==> config.mk <==
export PLATFORM = sky130hd
export DESIGN_NAME = dfn_ctrl
export DESIGN_NICKNAME = d
export VERILOG_FILES = /design/src/design/dfn_pkg.sv /design/src/design/dfn_ctrl.sv
export SDC_FILE = /design/constraint.sdc
export NUM_CORES = 1
export LEC_CHECK = 0
export ABC_AREA = 1
export BUFFER_PORTS_ARGS = -buffer_cell sky130_fd_sc_hd__clkbuf_2
export CORE_MARGIN = 2
export CORE_UTILIZATION = 30
export DETAILED_ROUTE_END_ITERATION = 10
export GPL_TIMING_DRIVEN = 0
export SLEW_MARGIN = 25
export SYNTH_ARGS = -nofsm -noshare
export SYNTH_HDL_FRONTEND = slang
export SYNTH_SLANG_ARGS = --single-unit
export TNS_END_PERCENT = 100
==> constraint.sdc <==
create_clock -name clk -period 2.8 [get_ports clk]
set_clock_uncertainty 0.2 [all_clocks]
set_input_delay 0.28 -clock clk [delete_from_list [all_inputs] [get_ports clk]]
set_output_delay 0.28 -clock clk [all_outputs]
set_load 0.1 [all_outputs]
==> src/design/dfn_pkg.sv <==
// shared types and constants for the distributed flow shop dispatch block
// no dependencies; imported by the controller, the datapath and the top level
package dfn_pkg;

  // sizing
  localparam int MAX_JOBS      = 64;
  localparam int MAX_MACHINES  = 32;
  localparam int MAX_FACTORIES = 8;
  localparam int TIME_WIDTH    = 16;

  // derived index and count widths
  localparam int JW  = (MAX_JOBS > 1) ? $clog2(MAX_JOBS) : 1;
  localparam int CW  = $clog2(MAX_JOBS + 1);
  localparam int MW  = (MAX_MACHINES > 1) ? $clog2(MAX_MACHINES) : 1;
  localparam int FW  = (MAX_FACTORIES > 1) ? $clog2(MAX_FACTORIES) : 1;
  localparam int FCW = $clog2(MAX_FACTORIES + 1);

  // port field widths
  localparam int CFG_IDX_W  = 2;
  localparam int CFG_DATA_W = 7;
  localparam int NJ_W       = 7;
  localparam int NM_W       = 6;
  localparam int NF_W       = 4;
  localparam int JOB_IDX_W  = 7;
  localparam int MACH_IDX_W = 6;
  localparam int FAC_ID_W   = 4;
  localparam int POS_W      = 7;
  localparam int MS_W       = 24;
  localparam int TOT_W      = 22;

  // register indexes
  localparam logic [CFG_IDX_W-1:0] CFG_NUM_JOBS      = 2'd0;
  localparam logic [CFG_IDX_W-1:0] CFG_NUM_MACHINES  = 2'd1;
  localparam logic [CFG_IDX_W-1:0] CFG_NUM_FACTORIES = 2'd2;

  // source of a sequence memory write
  typedef enum logic [1:0] {
    SEQ_FROM_SORT = 2'd0,
    SEQ_FROM_SEQ  = 2'd1,
    SEQ_FROM_INS  = 2'd2
  } seq_wsel_t;

  // controller to datapath commands
  typedef struct packed {
    logic                  load_en;
    logic [JW-1:0]         tm_job;
    logic [MW-1:0]         tm_mach;
    logic                  tm_use_cur;
    logic                  acc_add;
    logic                  acc_first;
    logic [JW-1:0]         tot_addr;
    logic                  tot_wr;
    logic                  best_clr;
    logic                  best_cmp;
    logic                  chosen_clr;
    logic [JW-1:0]         sort_addr;
    logic                  sort_wr;
    logic                  ins_ld;
    logic [FW+JW-1:0]      seq_addr;
    logic                  seq_wr;
    seq_wsel_t             seq_wsel;
    logic                  cur_ld_seq;
    logic                  cur_ld_ins;
    logic                  row_clr;
    logic                  row_step;
    logic                  row_first;
    logic                  bm_ld;
    logic                  out_ld;
    logic [FAC_ID_W-1:0]   out_factory;
    logic [POS_W-1:0]      out_position;
    logic                  out_last;
  } dfn_cmd_t;

  // datapath to controller status
  typedef struct packed {
    logic ms_lt;
    logic out_free;
  } dfn_sts_t;

endpackage

==> src/design/dfn_ctrl.sv <==
// controller: configuration registers, loop counters and the scheduling state machine
// depends on dfn_pkg; commands dfn_datapath through dfn_cmd_t
module dfn_ctrl
  import dfn_pkg::*;
(
  input  logic                  clk,
  input  logic                  rst_n,
  input  logic                  cfg_we,
  input  logic [CFG_IDX_W-1:0]  cfg_index,
  input  logic [CFG_DATA_W-1:0] cfg_wdata,
  input  logic                  in_valid,
  output logic                  in_stall,
  input  logic                  in_load_last,
  input  dfn_sts_t              sts,
  output dfn_cmd_t              cmd
);

  typedef enum logic [4:0] {
    S_IDLE, S_TOT_RD, S_TOT_ADD, S_TOT_WR, S_SRT_INIT, S_SRT_RD, S_SRT_CMP, S_SRT_WR,
    S_PL_RD, S_PL_WR, S_ASG_RD, S_ASG_LD, S_MS_CLR, S_MS_ELEM, S_MS_SEQ, S_MS_TRD,
    S_MS_CALC, S_MS_DONE, S_SH, S_SH_RD, S_SH_WR, S_EM_RD, S_EM_LD
  } state_t;

  typedef enum logic [1:0] {
    R_EVF, R_EVP, R_EMIT
  } ret_t;

  state_t           state_r, state_nxt;
  ret_t             ret_r, ret_nxt;
  logic [NJ_W-1:0]  num_jobs_r, num_jobs_nxt;
  logic [NM_W-1:0]  num_machines_r, num_machines_nxt;
  logic [NF_W-1:0]  num_factories_r, num_factories_nxt;
  logic [CW-1:0]    nj_r, nj_nxt;
  logic [MW-1:0]    nm1_r, nm1_nxt;
  logic [FCW-1:0]   nf_r, nf_nxt;
  logic [CW-1:0]    i_r, i_nxt;
  logic [MW-1:0]    k_r, k_nxt;
  logic [FCW-1:0]   f_r, f_nxt;
  logic [CW-1:0]    r_r, r_nxt;
  logic [CW-1:0]    e_r, e_nxt;
  logic [CW-1:0]    p_r, p_nxt;
  logic [CW-1:0]    idx_r, idx_nxt;
  logic [FW-1:0]    bf_r, bf_nxt;
  logic [CW-1:0]    bp_r, bp_nxt;
  logic [CW-1:0]    n_r, n_nxt;
  logic [FW-1:0]    ef_r, ef_nxt;
  logic             ins_r, ins_nxt;
  logic [CW-1:0]    cnt_r [MAX_FACTORIES];
  logic [CW-1:0]    cnt_nxt [MAX_FACTORIES];

  logic [CW-1:0]    nj_c;
  logic [MW-1:0]    nm1_c;
  logic [FCW-1:0]   nf_c;
  logic [CW-1:0]    tlen;
  logic [CW-1:0]    eidx;
  logic             take;

  // clamped settings taken at schedule start
  always_comb begin
    if (num_jobs_r == '0) begin
      nj_c = CW'(1);
    end else if (num_jobs_r > NJ_W'(MAX_JOBS)) begin
      nj_c = CW'(MAX_JOBS);
    end else begin
      nj_c = CW'(num_jobs_r);
    end
    if (num_machines_r == '0) begin
      nm1_c = '0;
    end else if (num_machines_r > NM_W'(MAX_MACHINES)) begin
      nm1_c = MW'(MAX_MACHINES - 1);
    end else begin
      nm1_c = MW'(num_machines_r - NM_W'(1));
    end
    if (num_factories_r == '0) begin
      nf_c = FCW'(1);
    end else if (num_factories_r > NF_W'(MAX_FACTORIES)) begin
      nf_c = FCW'(MAX_FACTORIES);
    end else begin
      nf_c = FCW'(num_factories_r);
    end
    if (CW'(nf_c) > nj_c) begin
      nf_c = FCW'(nj_c);
    end
  end

  // next state and commands
  always_comb begin
    state_nxt         = state_r;
    ret_nxt           = ret_r;
    num_jobs_nxt      = num_jobs_r;
    num_machines_nxt  = num_machines_r;
    num_factories_nxt = num_factories_r;
    nj_nxt  = nj_r;
    nm1_nxt = nm1_r;
    nf_nxt  = nf_r;
    i_nxt   = i_r;
    k_nxt   = k_r;
    f_nxt   = f_r;
    r_nxt   = r_r;
    e_nxt   = e_r;
    p_nxt   = p_r;
    idx_nxt = idx_r;
    bf_nxt  = bf_r;
    bp_nxt  = bp_r;
    n_nxt   = n_r;
    ef_nxt  = ef_r;
    ins_nxt = ins_r;
    cnt_nxt = cnt_r;
    cmd     = '0;
    in_stall = 1'b1;
    take     = 1'b0;

    tlen = cnt_r[ef_r] + CW'(ins_r);
    eidx = (ins_r && (e_r > p_r)) ? e_r - CW'(1) : e_r;

    // configuration writes
    if (cfg_we) begin
      priority case (cfg_index)
        CFG_NUM_JOBS:      num_jobs_nxt      = cfg_wdata[NJ_W-1:0];
        CFG_NUM_MACHINES:  num_machines_nxt  = cfg_wdata[NM_W-1:0];
        CFG_NUM_FACTORIES: num_factories_nxt = cfg_wdata[NF_W-1:0];
        default: ;
      endcase
    end

    unique case (state_r)
      S_IDLE: begin
        in_stall       = 1'b0;
        cmd.load_en    = in_valid;
        cmd.chosen_clr = 1'b1;
        if (in_valid && in_load_last) begin
          nj_nxt  = nj_c;
          nm1_nxt = nm1_c;
          nf_nxt  = nf_c;
          i_nxt   = '0;
          k_nxt   = '0;
          for (int q = 0; q < MAX_FACTORIES; q++) begin
            cnt_nxt[q] = '0;
          end
          state_nxt = S_TOT_RD;
        end
      end

      // per-job totals
      S_TOT_RD: begin
        cmd.tm_job  = i_r[JW-1:0];
        cmd.tm_mach = k_r;
        state_nxt   = S_TOT_ADD;
      end
      S_TOT_ADD: begin
        cmd.acc_add   = 1'b1;
        cmd.acc_first = (k_r == '0);
        if (k_r == nm1_r) begin
          state_nxt = S_TOT_WR;
        end else begin
          k_nxt     = k_r + MW'(1);
          state_nxt = S_TOT_RD;
        end
      end
      S_TOT_WR: begin
        cmd.tot_addr = i_r[JW-1:0];
        cmd.tot_wr   = 1'b1;
        k_nxt        = '0;
        if (i_r == nj_r - CW'(1)) begin
          r_nxt     = '0;
          state_nxt = S_SRT_INIT;
        end else begin
          i_nxt     = i_r + CW'(1);
          state_nxt = S_TOT_RD;
        end
      end

      // ordering by repeated largest-total search
      S_SRT_INIT: begin
        cmd.best_clr = 1'b1;
        i_nxt        = '0;
        state_nxt    = S_SRT_RD;
      end
      S_SRT_RD: begin
        cmd.tot_addr = i_r[JW-1:0];
        state_nxt    = S_SRT_CMP;
      end
      S_SRT_CMP: begin
        cmd.tot_addr = i_r[JW-1:0];
        cmd.best_cmp = 1'b1;
        if (i_r == nj_r - CW'(1)) begin
          state_nxt = S_SRT_WR;
        end else begin
          i_nxt     = i_r + CW'(1);
          state_nxt = S_SRT_RD;
        end
      end
      S_SRT_WR: begin
        cmd.sort_addr = r_r[JW-1:0];
        cmd.sort_wr   = 1'b1;
        if (r_r == nj_r - CW'(1)) begin
          f_nxt     = '0;
          state_nxt = S_PL_RD;
        end else begin
          r_nxt     = r_r + CW'(1);
          state_nxt = S_SRT_INIT;
        end
      end

      // first jobs open one factory each
      S_PL_RD: begin
        cmd.sort_addr = JW'(f_r);
        state_nxt     = S_PL_WR;
      end
      S_PL_WR: begin
        cmd.seq_addr  = {f_r[FW-1:0], {JW{1'b0}}};
        cmd.seq_wr    = 1'b1;
        cmd.seq_wsel  = SEQ_FROM_SORT;
        cnt_nxt[f_r[FW-1:0]] = CW'(1);
        if (f_r == nf_r - FCW'(1)) begin
          i_nxt = CW'(nf_r);
          if (CW'(nf_r) == nj_r) begin
            take = 1'b1;
          end else begin
            state_nxt = S_ASG_RD;
          end
        end else begin
          f_nxt     = f_r + FCW'(1);
          state_nxt = S_PL_RD;
        end
      end

      // next job to place
      S_ASG_RD: begin
        cmd.sort_addr = i_r[JW-1:0];
        state_nxt     = S_ASG_LD;
      end
      S_ASG_LD: begin
        cmd.ins_ld = 1'b1;
        f_nxt      = '0;
        ef_nxt     = '0;
        ins_nxt    = 1'b0;
        ret_nxt    = R_EVF;
        state_nxt  = S_MS_CLR;
      end

      // makespan of one sequence, optionally with the new job inserted
      S_MS_CLR: begin
        cmd.row_clr = 1'b1;
        e_nxt       = '0;
        state_nxt   = S_MS_ELEM;
      end
      S_MS_ELEM: begin
        k_nxt = '0;
        if (ins_r && (e_r == p_r)) begin
          cmd.cur_ld_ins = 1'b1;
          state_nxt      = S_MS_TRD;
        end else begin
          cmd.seq_addr = {ef_r, eidx[JW-1:0]};
          state_nxt    = S_MS_SEQ;
        end
      end
      S_MS_SEQ: begin
        cmd.cur_ld_seq = 1'b1;
        state_nxt      = S_MS_TRD;
      end
      S_MS_TRD: begin
        cmd.tm_use_cur = 1'b1;
        cmd.tm_mach    = k_r;
        state_nxt      = S_MS_CALC;
      end
      S_MS_CALC: begin
        cmd.tm_mach   = k_r;
        cmd.row_step  = 1'b1;
        cmd.row_first = (k_r == '0);
        if (k_r == nm1_r) begin
          if (e_r + CW'(1) == tlen) begin
            state_nxt = S_MS_DONE;
          end else begin
            e_nxt     = e_r + CW'(1);
            state_nxt = S_MS_ELEM;
          end
        end else begin
          k_nxt     = k_r + MW'(1);
          state_nxt = S_MS_TRD;
        end
      end
      S_MS_DONE: begin
        cmd.tm_mach = nm1_r;
        unique case (ret_r)
          R_EVF: begin
            if ((f_r == '0) || sts.ms_lt) begin
              cmd.bm_ld = 1'b1;
              bf_nxt    = f_r[FW-1:0];
            end
            if (f_r == nf_r - FCW'(1)) begin
              ef_nxt  = bf_nxt;
              ins_nxt = 1'b1;
              p_nxt   = '0;
              ret_nxt = R_EVP;
            end else begin
              f_nxt  = f_r + FCW'(1);
              ef_nxt = FW'(f_r + FCW'(1));
            end
            state_nxt = S_MS_CLR;
          end
          R_EVP: begin
            if ((p_r == '0) || sts.ms_lt) begin
              cmd.bm_ld = 1'b1;
              bp_nxt    = p_r;
            end
            if (p_r == cnt_r[bf_r]) begin
              idx_nxt   = cnt_r[bf_r];
              state_nxt = S_SH;
            end else begin
              p_nxt     = p_r + CW'(1);
              state_nxt = S_MS_CLR;
            end
          end
          R_EMIT: begin
            cmd.bm_ld = 1'b1;
            idx_nxt   = '0;
            state_nxt = S_EM_RD;
          end
          default: state_nxt = S_IDLE;
        endcase
      end

      // open a gap at the chosen place and drop the job in
      S_SH: begin
        if (idx_r == bp_r) begin
          cmd.seq_addr = {bf_r, bp_r[JW-1:0]};
          cmd.seq_wr   = 1'b1;
          cmd.seq_wsel = SEQ_FROM_INS;
          cnt_nxt[bf_r] = cnt_r[bf_r] + CW'(1);
          if (i_r == nj_r - CW'(1)) begin
            take = 1'b1;
          end else begin
            i_nxt     = i_r + CW'(1);
            state_nxt = S_ASG_RD;
          end
        end else begin
          state_nxt = S_SH_RD;
        end
      end
      S_SH_RD: begin
        cmd.seq_addr = {bf_r, JW'(idx_r - CW'(1))};
        state_nxt    = S_SH_WR;
      end
      S_SH_WR: begin
        cmd.seq_addr = {bf_r, idx_r[JW-1:0]};
        cmd.seq_wr   = 1'b1;
        cmd.seq_wsel = SEQ_FROM_SEQ;
        idx_nxt      = idx_r - CW'(1);
        state_nxt    = S_SH;
      end

      // result emission, factory by factory
      S_EM_RD: begin
        cmd.seq_addr = {f_r[FW-1:0], idx_r[JW-1:0]};
        state_nxt    = S_EM_LD;
      end
      S_EM_LD: begin
        cmd.seq_addr = {f_r[FW-1:0], idx_r[JW-1:0]};
        if (sts.out_free) begin
          cmd.out_ld       = 1'b1;
          cmd.out_factory  = FAC_ID_W'(f_r) + FAC_ID_W'(1);
          cmd.out_position = POS_W'(idx_r) + POS_W'(1);
          cmd.out_last     = (n_r == nj_r - CW'(1));
          n_nxt            = n_r + CW'(1);
          if (idx_r + CW'(1) == cnt_r[f_r[FW-1:0]]) begin
            if (f_r == nf_r - FCW'(1)) begin
              state_nxt = S_IDLE;
            end else begin
              f_nxt     = f_r + FCW'(1);
              ef_nxt    = FW'(f_r + FCW'(1));
              ins_nxt   = 1'b0;
              state_nxt = S_MS_CLR;
            end
          end else begin
            idx_nxt   = idx_r + CW'(1);
            state_nxt = S_EM_RD;
          end
        end
      end
      default: state_nxt = S_IDLE;
    endcase

    // start of emission
    if (take) begin
      f_nxt     = '0;
      ef_nxt    = '0;
      ins_nxt   = 1'b0;
      n_nxt     = '0;
      ret_nxt   = R_EMIT;
      state_nxt = S_MS_CLR;
    end
  end

  // state and counters
  always_ff @(posedge clk) begin
    if (!rst_n) begin
      state_r         <= S_IDLE;
      ret_r           <= R_EVF;
      num_jobs_r      <= NJ_W'(1);
      num_machines_r  <= NM_W'(1);
      num_factories_r <= NF_W'(1);
      nj_r  <= CW'(1);
      nm1_r <= '0;
      nf_r  <= FCW'(1);
      i_r   <= '0;
      k_r   <= '0;
      f_r   <= '0;
      r_r   <= '0;
      e_r   <= '0;
      p_r   <= '0;
      idx_r <= '0;
      bf_r  <= '0;
      bp_r  <= '0;
      n_r   <= '0;
      ef_r  <= '0;
      ins_r <= 1'b0;
      for (int q = 0; q < MAX_FACTORIES; q++) begin
        cnt_r[q] <= '0;
      end
    end else begin
      state_r         <= state_nxt;
      ret_r           <= ret_nxt;
      num_jobs_r      <= num_jobs_nxt;
      num_machines_r  <= num_machines_nxt;
      num_factories_r <= num_factories_nxt;
      nj_r  <= nj_nxt;
      nm1_r <= nm1_nxt;
      nf_r  <= nf_nxt;
      i_r   <= i_nxt;
      k_r   <= k_nxt;
      f_r   <= f_nxt;
      r_r   <= r_nxt;
      e_r   <= e_nxt;
      p_r   <= p_nxt;
      idx_r <= idx_nxt;
      bf_r  <= bf_nxt;
      bp_r  <= bp_nxt;
      n_r   <= n_nxt;
      ef_r  <= ef_nxt;
      ins_r <= ins_nxt;
      cnt_r <= cnt_nxt;
    end
  end

endmodule

==> results of run 1 <==
-- what timing repair did --
action / in CTS / in global routing
resized for setup: 191 / 157
setup buffers: 39 / 16
endpoints found under the hold margin: 17 / 0
endpoints found under the setup margin: 99 / 117
hold buffers: 11 / 0
pin swaps: 28 / 28
-- worst register-to-register path, stage by stage (launching register included) --
cell	delay (ps)
dfxtp_2	370
buf_6	140
inv_6	40
buf_12	120
a21oi_2	120
o21ai_1	80
a31oi_2	300
ha_4	230
ha_4	210
xor2_1	150
nor2_1	80
nand2_1	50
nor2_1	80
nand2_1	60
nor2_1	100
nand2_2	170
nand2_4	130
nand2_4	80
clkinv_4	90
nand2_1	80
a21oi_2	130
-- per-layer routing --
layer  track usage (%)  routed length (um)
met5                 0                   0
met3              4.73                3670
met4              10.6                2200
met1              30.0               22300
met2              36.5               22700
-- cells in the final DEF (no fill, tap or decap), types with 9 or more instances in the layout --
master	instances
a21oi_1	128
a21oi_2	14
a31oi_1	17
buf_2	22
buf_4	61
buf_6	33
clkbuf_1	26
clkbuf_16	24
clkbuf_2	39
clkbuf_4	14
clkinvlp_4	14
dfxtp_1	144
dfxtp_2	9
dlygate4sd3_1	11
ha_1	21
ha_4	9
inv_1	201
inv_2	21
inv_4	13
nand2_1	650
nand2_2	32
nand2_4	13
nand3_1	123
nand3_2	14
nand4_1	16
nor2_1	116
nor2_2	27
nor2_4	21
nor3_1	39
o211ai_1	44
o21ai_0	129
o21ai_1	22
o21ai_2	17
xnor2_1	16
xor2_1	31
-- flip-flops by register name (all words and copies together), names as in the netlist, 6 cells and up --
signal          count
p_r                 7
bp_r                7
idx_r               7
r_r                 7
n_r                 7
e_r                 7
num_machines_r      6
nj_r                7
cnt_r              56
i_r                 7
num_jobs_r          7
-- path summary, 6_finish.rpt --
kind	from	slack [ps]	end
setup / recovery	p_r[2]	-400	cmd[23]
hold / removal	cfg_index[0]	50	num_jobs_r[2]
setup reg to reg	ef_r[0]	-300	e_r[1]
hold reg to reg	num_factories_r[0]	270	num_factories_r[0]
-- area by class of cell --
class	instances	area, um^2
Clock buffer	18	429
Fill cell	4443	25300
Multi-Input combinational cell	1591	8860
Clock inverter	14	144
Timing Repair Buffer	146	1350
Tap cell	539	674
Inverter	250	1030
Sequential cell	161	3260
Buffer	87	599
-- stage by stage --
stage          hold slack, ps  worst slack (ps)  cell area, um^2  total power, mW  instances
5_1_grt                  75.6              -480            16300             8.08       2806
4_1_cts                  41.6              -327            15700             7.55       2790
3_5_place_dp              246              -686            14000             5.01       2710
2_1_floorplan             206              -615            12900             4.33       2091
3_3_place_gp              252              -694            14000             4.99       2710
6_report                 47.4              -400            16300             7.72       2806
-- cells by family after synthesis --
logic type	share of synthesized area, %
buf+inv	11.8
xor+xnor	3.79
compound gates	19.1
simple gates	36.6
fa+ha+maj	3.08
flops	25.6
-- report_power, final --
part	internal (mW)	switching, mW
combinational	0.785	1.90
sequential	2.43	0.184
clock	1.26	1.17
==> results_dict.tcl, run 1 <==
set metrics [dict create \
    num_io_pins 81 \
    status "complete, but fails checks" \
    avgSynthCellArea_um2 6.03 \
    synth.most_common_cell "nand2_1" \
    synth_edf_count 0 \
    path_cells "inv_4 -> ha_4 -> a21oi_4 -> o21ai_2 -> a21o_1 -> a21oi_2 -> o21ai_2 -> nand2_2 -> inv_4 -> o211ai_1 -> o2111ai_4 -> clkbuf_16" \
    period_minus_slack_ps 3200 \
    synthCells 2091 \
    cts-root-buf "clkbuf_16" \
    grt_overflow 0 \
    grt_usage_pct 23.0 \
    drtIter0Drc 1233 \
    synth_cell_types 60 \
    cp-end-kind "output pin" \
    port_buffers 80 \
    cts_sinks 161 \
    num_rows 75 \
    ys_seq_area_share_pct 25.6 \
    grt_first_pass_wirelength_mm 77.9 \
    setup_slack_ps -400 \
    worst_path_dominant_cell_family "compound AO/OA/AOI/OAI gates" \
    drc_errors 0 \
    synthesis.nets 2138 \
    report.final.slew_viol_count 0 \
    drt.antenna.violating_nets 0 \
    drtPass1Iterations 6 \
    power_density_nw_per_um2 472 \
    antenna_found_initial 0 \
    violations "setup timing" \
    critPathLaunchType "flip-flop" \
    rsz0062_at_grt "true" \
    crit_buf_inv 3 \
    cp.required_ps 2320 \
    start_util_pct 30.3 \
    max_stage_delay_ps 440 \
    p_leak_nw 6.74 \
    finalSetupViolCount 20 \
    ys_top_cells_by_area "dfxtp_1, nand2_1, inv_1" \
    synth_top_cell_by_area "dfxtp_1" \
    syn_area_um2 12600 \
    die_height_um 209 \
    finalCoreUtilization_pct 39.2 \
    die_x_um 209 \
    grt_max_degree 17 \
    post-route-period-util_pct 114 \
    grt_pass1_vias 13700 \
    hold_class "input pin to flip-flop" \
    dieArea_um2 43700 \
    maxClockFrequency_mhz 313 \
    holdPathStages 4 \
    n_antenna_cell 0 \
    clk_latency_ps 450 \
    drv_cap 0 \
    vdd_drop_max_mv 0.988 \
    drive_gt1_share_pct 21.6 \
    vias 14700 \
    nNetsFinal 2301 \
    tritoncts "built" \
    hold_viol 0 \
    reg2reg_depth 20 \
    cp_max_fo 5 \
    critPathSlowestCell "o211ai_1" \
    clock_path_buffers 2 \
    gp_congestion 0.976 \
    cp.arrival_ps 2720 \
    ys_warn_count 0 \
    setup-tns-final_ps -4150 \
    ys_top_cells_by_count "nand2_1, inv_1, dfxtp_1, o21ai_0, nor2_1" \
    tightest_slew_ps 1090 \
    dp_hpwl_mm 39.3 \
    wl_mm 50.9 \
    routed_via_density 5.24 \
    syn_to_final_growth_pct 29.7 \
    synthArstFlopShare_pct 0 \
    path_clk_slew_ps 80 \
    synth-seq-cells 161 \
    core_um2 41700 \
    avgRoutedWirePerCell_um 18.1 \
    yosysTopAreaCellShare_pct 25.6 \
    crit_cells 12 \
    crit_type "flip-flop to output pin" \
    synth_ff_type "dfxtp_1" \
    relSlewSlack_pct 27.5 \
    h-tree-depth 4 \
    numCtsBuffers 17 \
]
(Power assumes the default switching activity.)
==> run 2, diff against run 1 <==
Settings changed: CTS_BUF_LIST from default to sky130_fd_sc_hd__clkbuf_8.
==> run 2 against run 1 <==
The flow still finishes with violations (setup timing). Sequential power barely moved. Combinational power rose by 3%. Utilization rose by 0.15 points. First-iteration DRC count rose by 6.3%. Clock power fell by 25%. Sequential share of layout area fell by 0.082 points. Register-to-register slack improved by 60 ps. Clock-buffer cell count fell by 1. Fmax fell by 1.8%. Power fell by 6.6%. Largest cell class unchanged. Sequential cell count did not move. Global-route usage barely moved. Critical path type unchanged.
==> results_dict.tcl, run 2 (same netlist as run 1, synthesis figures left out) <==
set metrics [dict create \
    status "complete, but fails checks" \
    violations "setup timing" \
    startpoint "p_r[2]" \
    cp-end-kind "output pin" \
    crit_buf_inv 5 \
    dp_hpwl_mm 39.3 \
    path_clk_slew_ps 110 \
    cp.arrival_ps 2780 \
    numCtsBuffers 17 \
    placed_cells 2710 \
    grt_pass1_vias 13700 \
    grt_first_pass_wirelength_mm 78.4 \
    final_area_um2 16400 \
    setup_slack_ps -458 \
    gp_congestion 0.976 \
    post-route-period-util_pct 116 \
    p_leak_nw 6.77 \
    grt_usage_pct 23.0 \
    multi_input_area_um2 8890 \
    antenna_found_initial 0 \
    layout_common_cells "nand2_1, inv_1, dfxtp_1, o21ai_0, a21oi_1" \
    regArea_um2 3260 \
    fillers 4444 \
    final_cells 2819 \
    core_um2 41700 \
    cts-root-buf "clkbuf_8" \
    clock_path_buffers 2 \
    path_common_cell "nand2_2" \
    maxClockFrequency_mhz 307 \
    hold_class "input pin to flip-flop" \
    r2r_slack_ps -240 \
    vias 14800 \
    start_util_pct 30.3 \
    worst_path_dominant_cell_family "compound AO/OA/AOI/OAI gates" \
    die_height_um 209 \
    rsz0062_at_grt "true" \
    tritoncts "built" \
    drc_errors 0 \
    largest_reg_flops 56 \
    timing.hold.ws_ps 64.4 \
    largest_register "cnt_r" \
    place_area_um2 14000 \
    setup-tns-final_ps -4960 \
    h-tree-depth 4 \
    endpoint "cmd[24]" \
    syn_to_final_growth_pct 30.2 \
    critPathLaunchType "flip-flop" \
    cp_max_fo 4 \
    hold_viol 0 \
    clk_latency_ps 490 \
    grt_max_degree 17 \
    report.final.slew_viol_count 0 \
    cts_sinks 161 \
    pre_cts_ws_ps -686 \
    finalSetupViolCount 21 \
    rr_endpoint "e_r[1]" \
    cp.required_ps 2320 \
    num_io_pins 81 \
    drv_cap 0 \
    max_stage_delay_ps 370 \
    grt_overflow 0 \
    avgRoutedWirePerCell_um 18.2 \
    nNetsFinal 2314 \
    critPathSlowestCell "dfxtp_2" \
    num_rows 75 \
    die_x_um 209 \
    drtPass1Iterations 6 \
    period_minus_slack_ps 3260 \
    port_buffers 80 \
    crit_cells 17 \
    relSlewSlack_pct 23.6 \
    vdd_drop_max_mv 0.991 \
    reg2reg_depth 20 \
    drtIter0Drc 1311 \
    r2r-start "ef_r[0]" \
    path_cells "inv_4 -> ha_4 -> nand2_4 -> o21ai_2 -> a21o_1 -> a21oi_2 -> o21ai_1 -> nand2_2 -> inv_2 -> buf_6 -> buf_6 -> nand2_2 -> nand2_2 -> nand2_2 -> a21oi_2 -> o21ai_2 -> clkbuf_16" \
    wl_mm 51.2 \
    power_density_nw_per_um2 440 \
    final_common_cell "nand2_1" \
    finalCoreUtilization_pct 39.4 \
    routed_via_density 5.23 \
    drt.antenna.violating_nets 0 \
    tightest_slew_ps 1150 \
    crit_type "flip-flop to output pin" \
    finalPower_mw 7.21 \
    drive_gt1_share_pct 22.2 \
    dieArea_um2 43700 \
    n_antenna_cell 0 \
]
[run 2: worst min path at each step]
stage	from	endpoint	slack (ps)	depth (start not counted)
2_1_floorplan	cfg_wdata[0]	num_jobs_r[0]	210	2
3_3_place_gp	num_factories_r[0]	num_factories_r[0]	250	2
3_5_place_dp	num_factories_r[0]	num_factories_r[0]	250	2
4_1_cts	cfg_index[0]	num_factories_r[1]	40	4
5_1_grt	cfg_index[0]	num_jobs_r[4]	80	4
6_report	cfg_index[0]	num_jobs_r[4]	60	4
[run 2: report_power, final]
group	internal (mW)	total, mW	leakage (nW)	switching [mW]
clock	0.730	1.82	0.186	1.10
combinational	0.838	2.77	5.27	1.93
sequential	2.43	2.62	1.31	0.189
total	3.99	7.21	6.77	3.22
[run 2: cell type report]
class | instances | area share (%)
repair buffers | 159 | 9.45
inverters | 250 | 6.31
clock inverters | 15 | 0.900
clock buffers | 17 | 1.43
multi-input cells | 1591 | 54.2
plain buffers | 87 | 3.74
well taps | 539 | 4.11
flip-flops and latches | 161 | 19.9
[run 2: timing repair]
item,in CTS,in global routing
hold buffers,15,0
setup endpoints to repair,106,118
resized for setup,211,170
endpoints found under the hold margin,17,0
setup buffers,43,21
pin swaps,30,42
[run 2: routing by layer]
metal | up-vias | GRT usage (%) | routed length (um)
li1 | 7182 | - | -
met1 | 6852 | 30.9 | 22400
met2 | 615 | 37.6 | 23200
met3 | 102 | 3.07 | 3620
met4 | 0 | 8.77 | 1980
met5 | - | 0 | 0
[run 2: worst reg2reg max path, cell delays in order, from the launching register on]
cell,delay (ps)
dfxtp_2,380
buf_6,140
inv_6,40
buf_12,120
a21oi_2,120
o21ai_1,80
a31oi_2,290
ha_4,230
ha_4,210
xor2_1,150
nor2_1,90
nand2_1,50
nor2_1,80
nand2_1,70
nor2_2,120
nand2_4,120
nand2_4,120
nand2_8,80
clkinv_8,70
nand2_1,70
a21oi_2,130
==> run 3, diff against run 2 <==
==> constraint.sdc (replaced) <==
create_clock -name clk -period 2.8 [get_ports clk]
set_clock_uncertainty 0.2 [all_clocks]
set_input_delay 0.14 -clock clk [delete_from_list [all_inputs] [get_ports clk]]
set_output_delay 0.14 -clock clk [all_outputs]
set_load 0.1 [all_outputs]
==> run 3 against run 2 <==
Sequential cell count stayed put. The flow still finishes with violations (setup timing). Critical path type unchanged. Combinational power increased by 3%. Largest power group unchanged. Register-to-register slack better by 90 ps.
==> results_dict.tcl, run 3 (same netlist as run 1, synthesis figures left out) <==
set metrics [dict create \
    die_height_um 209 \
    grt_pass1_vias 13800 \
    finalSetupViolCount 17 \
    drtPass1Iterations 7 \
    num_io_pins 81 \
    grt_first_pass_wirelength_mm 79.7 \
    numCtsBuffers 17 \
    p_sw_share_pct 44.7 \
    final_area_um2 16600 \
    cp.arrival_ps 2750 \
    layout_common_cells "nand2_1, inv_1, dfxtp_1, o21ai_0, a21oi_1" \
    syn_to_final_growth_pct 31.5 \
    power_density_nw_per_um2 440 \
    routed_via_density 5.25 \
    tightest_slew_ps 1070 \
    drive_gt1_share_pct 22.0 \
    vias 14900 \
    grt_usage_pct 23.7 \
    drv_cap 0 \
    port_buffers 80 \
    hold_viol 0 \
    largest_register "cnt_r" \
    seqPwrFrac_pct 35.9 \
    switchingPower_mw 3.26 \
    clockPowerShare_pct 25.2 \
    core_um2 41700 \
    post-route-period-util_pct 110 \
    grt_max_degree 17 \
    drtIter0Drc 1162 \
    setup_slack_ps -293 \
    p_leak_nw 6.91 \
    dp_hpwl_mm 40.1 \
    num_rows 75 \
    cp_max_fo 5 \
    cts-root-buf "clkbuf_8" \
    cts_sinks 161 \
    crit_type "flip-flop to output pin" \
    start_util_pct 30.3 \
    place_area_um2 14000 \
    setup-tns-final_ps -2090 \
    clk_latency_ps 530 \
    maxClockFrequency_mhz 323 \
    critPathLaunchType "flip-flop" \
    drt.antenna.violating_nets 0 \
    p_int_mw 4.04 \
    relSlewSlack_pct 28.7 \
    rsz0062_at_grt "true" \
    tritoncts "built" \
    grt_overflow 0 \
    n_antenna_cell 0 \
    cp-end-kind "output pin" \
    violations "setup timing" \
    placed_cells 2710 \
    gp_congestion 0.959 \
    nNetsFinal 2328 \
    report.final.slew_viol_count 0 \
    wl_mm 53.0 \
    hold_class "input pin to flip-flop" \
    final_common_cell "nand2_1" \
    combPwrFrac_pct 38.9 \
    drc_errors 0 \
    holdPathStages 7 \
    reg2reg_depth 19 \
    largest_reg_flops 56 \
    vdd_drop_max_mv 0.607 \
    period_minus_slack_ps 3090 \
    h-tree-depth 4 \
    final_cells 2833 \
    antenna_found_initial 0 \
    avgRoutedWirePerCell_um 18.7 \
    clock_path_buffers 2 \
    path_clk_slew_ps 110 \
    cp.required_ps 2460 \
    status "complete, but fails checks" \
    finalPower_mw 7.30 \
    finalCoreUtilization_pct 39.8 \
    dieArea_um2 43700 \
    die_x_um 209 \
]
[run 3: cell types whose count changed in the layout (fill, tap and decap cells not counted), moves of 6 or more]
cell / delta
buf_6: -8
nand2_1: +6
nand2_2: -8
clkinvlp_4: -7
inv_1: +6
clkbuf_2: +16
buf_4: +6
dlygate4sd3_1: +15
[run 3: worst paths after layout]
path | slack [ps] | endpoint | start
min reg2reg | 280 | num_jobs_r[5] | num_jobs_r[5]
max reg2reg | -150 | e_r[1] | ef_r[0]
min | 180 | state_r[3] | in_valid
max | -290 | cmd[23] | p_r[2]
[run 3: timing repair]
item                       CTS  global route
pin swaps                   29            46
buffers inserted            36            27
setup endpoints to repair   92           138
hold endpoints to repair    32             0
resized for setup          186           206
hold buffers                30             0
[run 3: cell type report]
type	count	area, um^2
buffer	87	609
clock buffer	19	262
clock inverter	13	128
fill	4499	25100
inverter	250	1020
multi-input combinational	1591	9000
sequential	161	3270
tap	539	674
timing repair buffer	173	1620
[run 3: per-layer routing]
| metal | up-vias | global-route usage (%) | share of wire [%] |
|---|---|---|---|
| met3 | 96 | 2.90 | 6.0 |
| met4 | 0 | 8.37 | 3.3 |
| met1 | 6996 | 31.6 | 44 |
| li1 | 7225 | - | - |
| met2 | 564 | 39.4 | 47 |
| met5 | - | 0 | 0 |
[run 3: through the flow]
step | hold slack (ps) | setup slack, ps
after floorplan | 66.3 | -718
after global placement | 205 | -746
after detailed placement | 206 | -726
after CTS | 148 | -331
after global routing | 194 | -403
final | 177 | -293
[run 3: worst max-delay path, cell delays in order (launching register included)]
cell,delay [ps]
dfxtp_2,360
inv_4,50
ha_4,210
a21oi_2,100
o21ai_1,70
a21o_1,170
a21oi_2,160
o21ai_2,70
nand2_2,120
inv_4,50
o211ai_1,430
o2111ai_4,190
clkbuf_16,250
[run 3: power groups by stage]
| stage | Combinational (mW) | Sequential [mW] | Clock (mW) |
|---|---|---|---|
| 2_1_floorplan | 1.74 | 2.60 | 0 |
| 3_3_place_gp | 2.35 | 2.65 | 0 |
| 3_5_place_dp | 2.37 | 2.66 | 0 |
| 4_1_cts | 2.52 | 2.61 | 1.86 |
| 5_1_grt | 3.04 | 2.64 | 1.94 |
| 6_report | 2.84 | 2.62 | 1.84 |
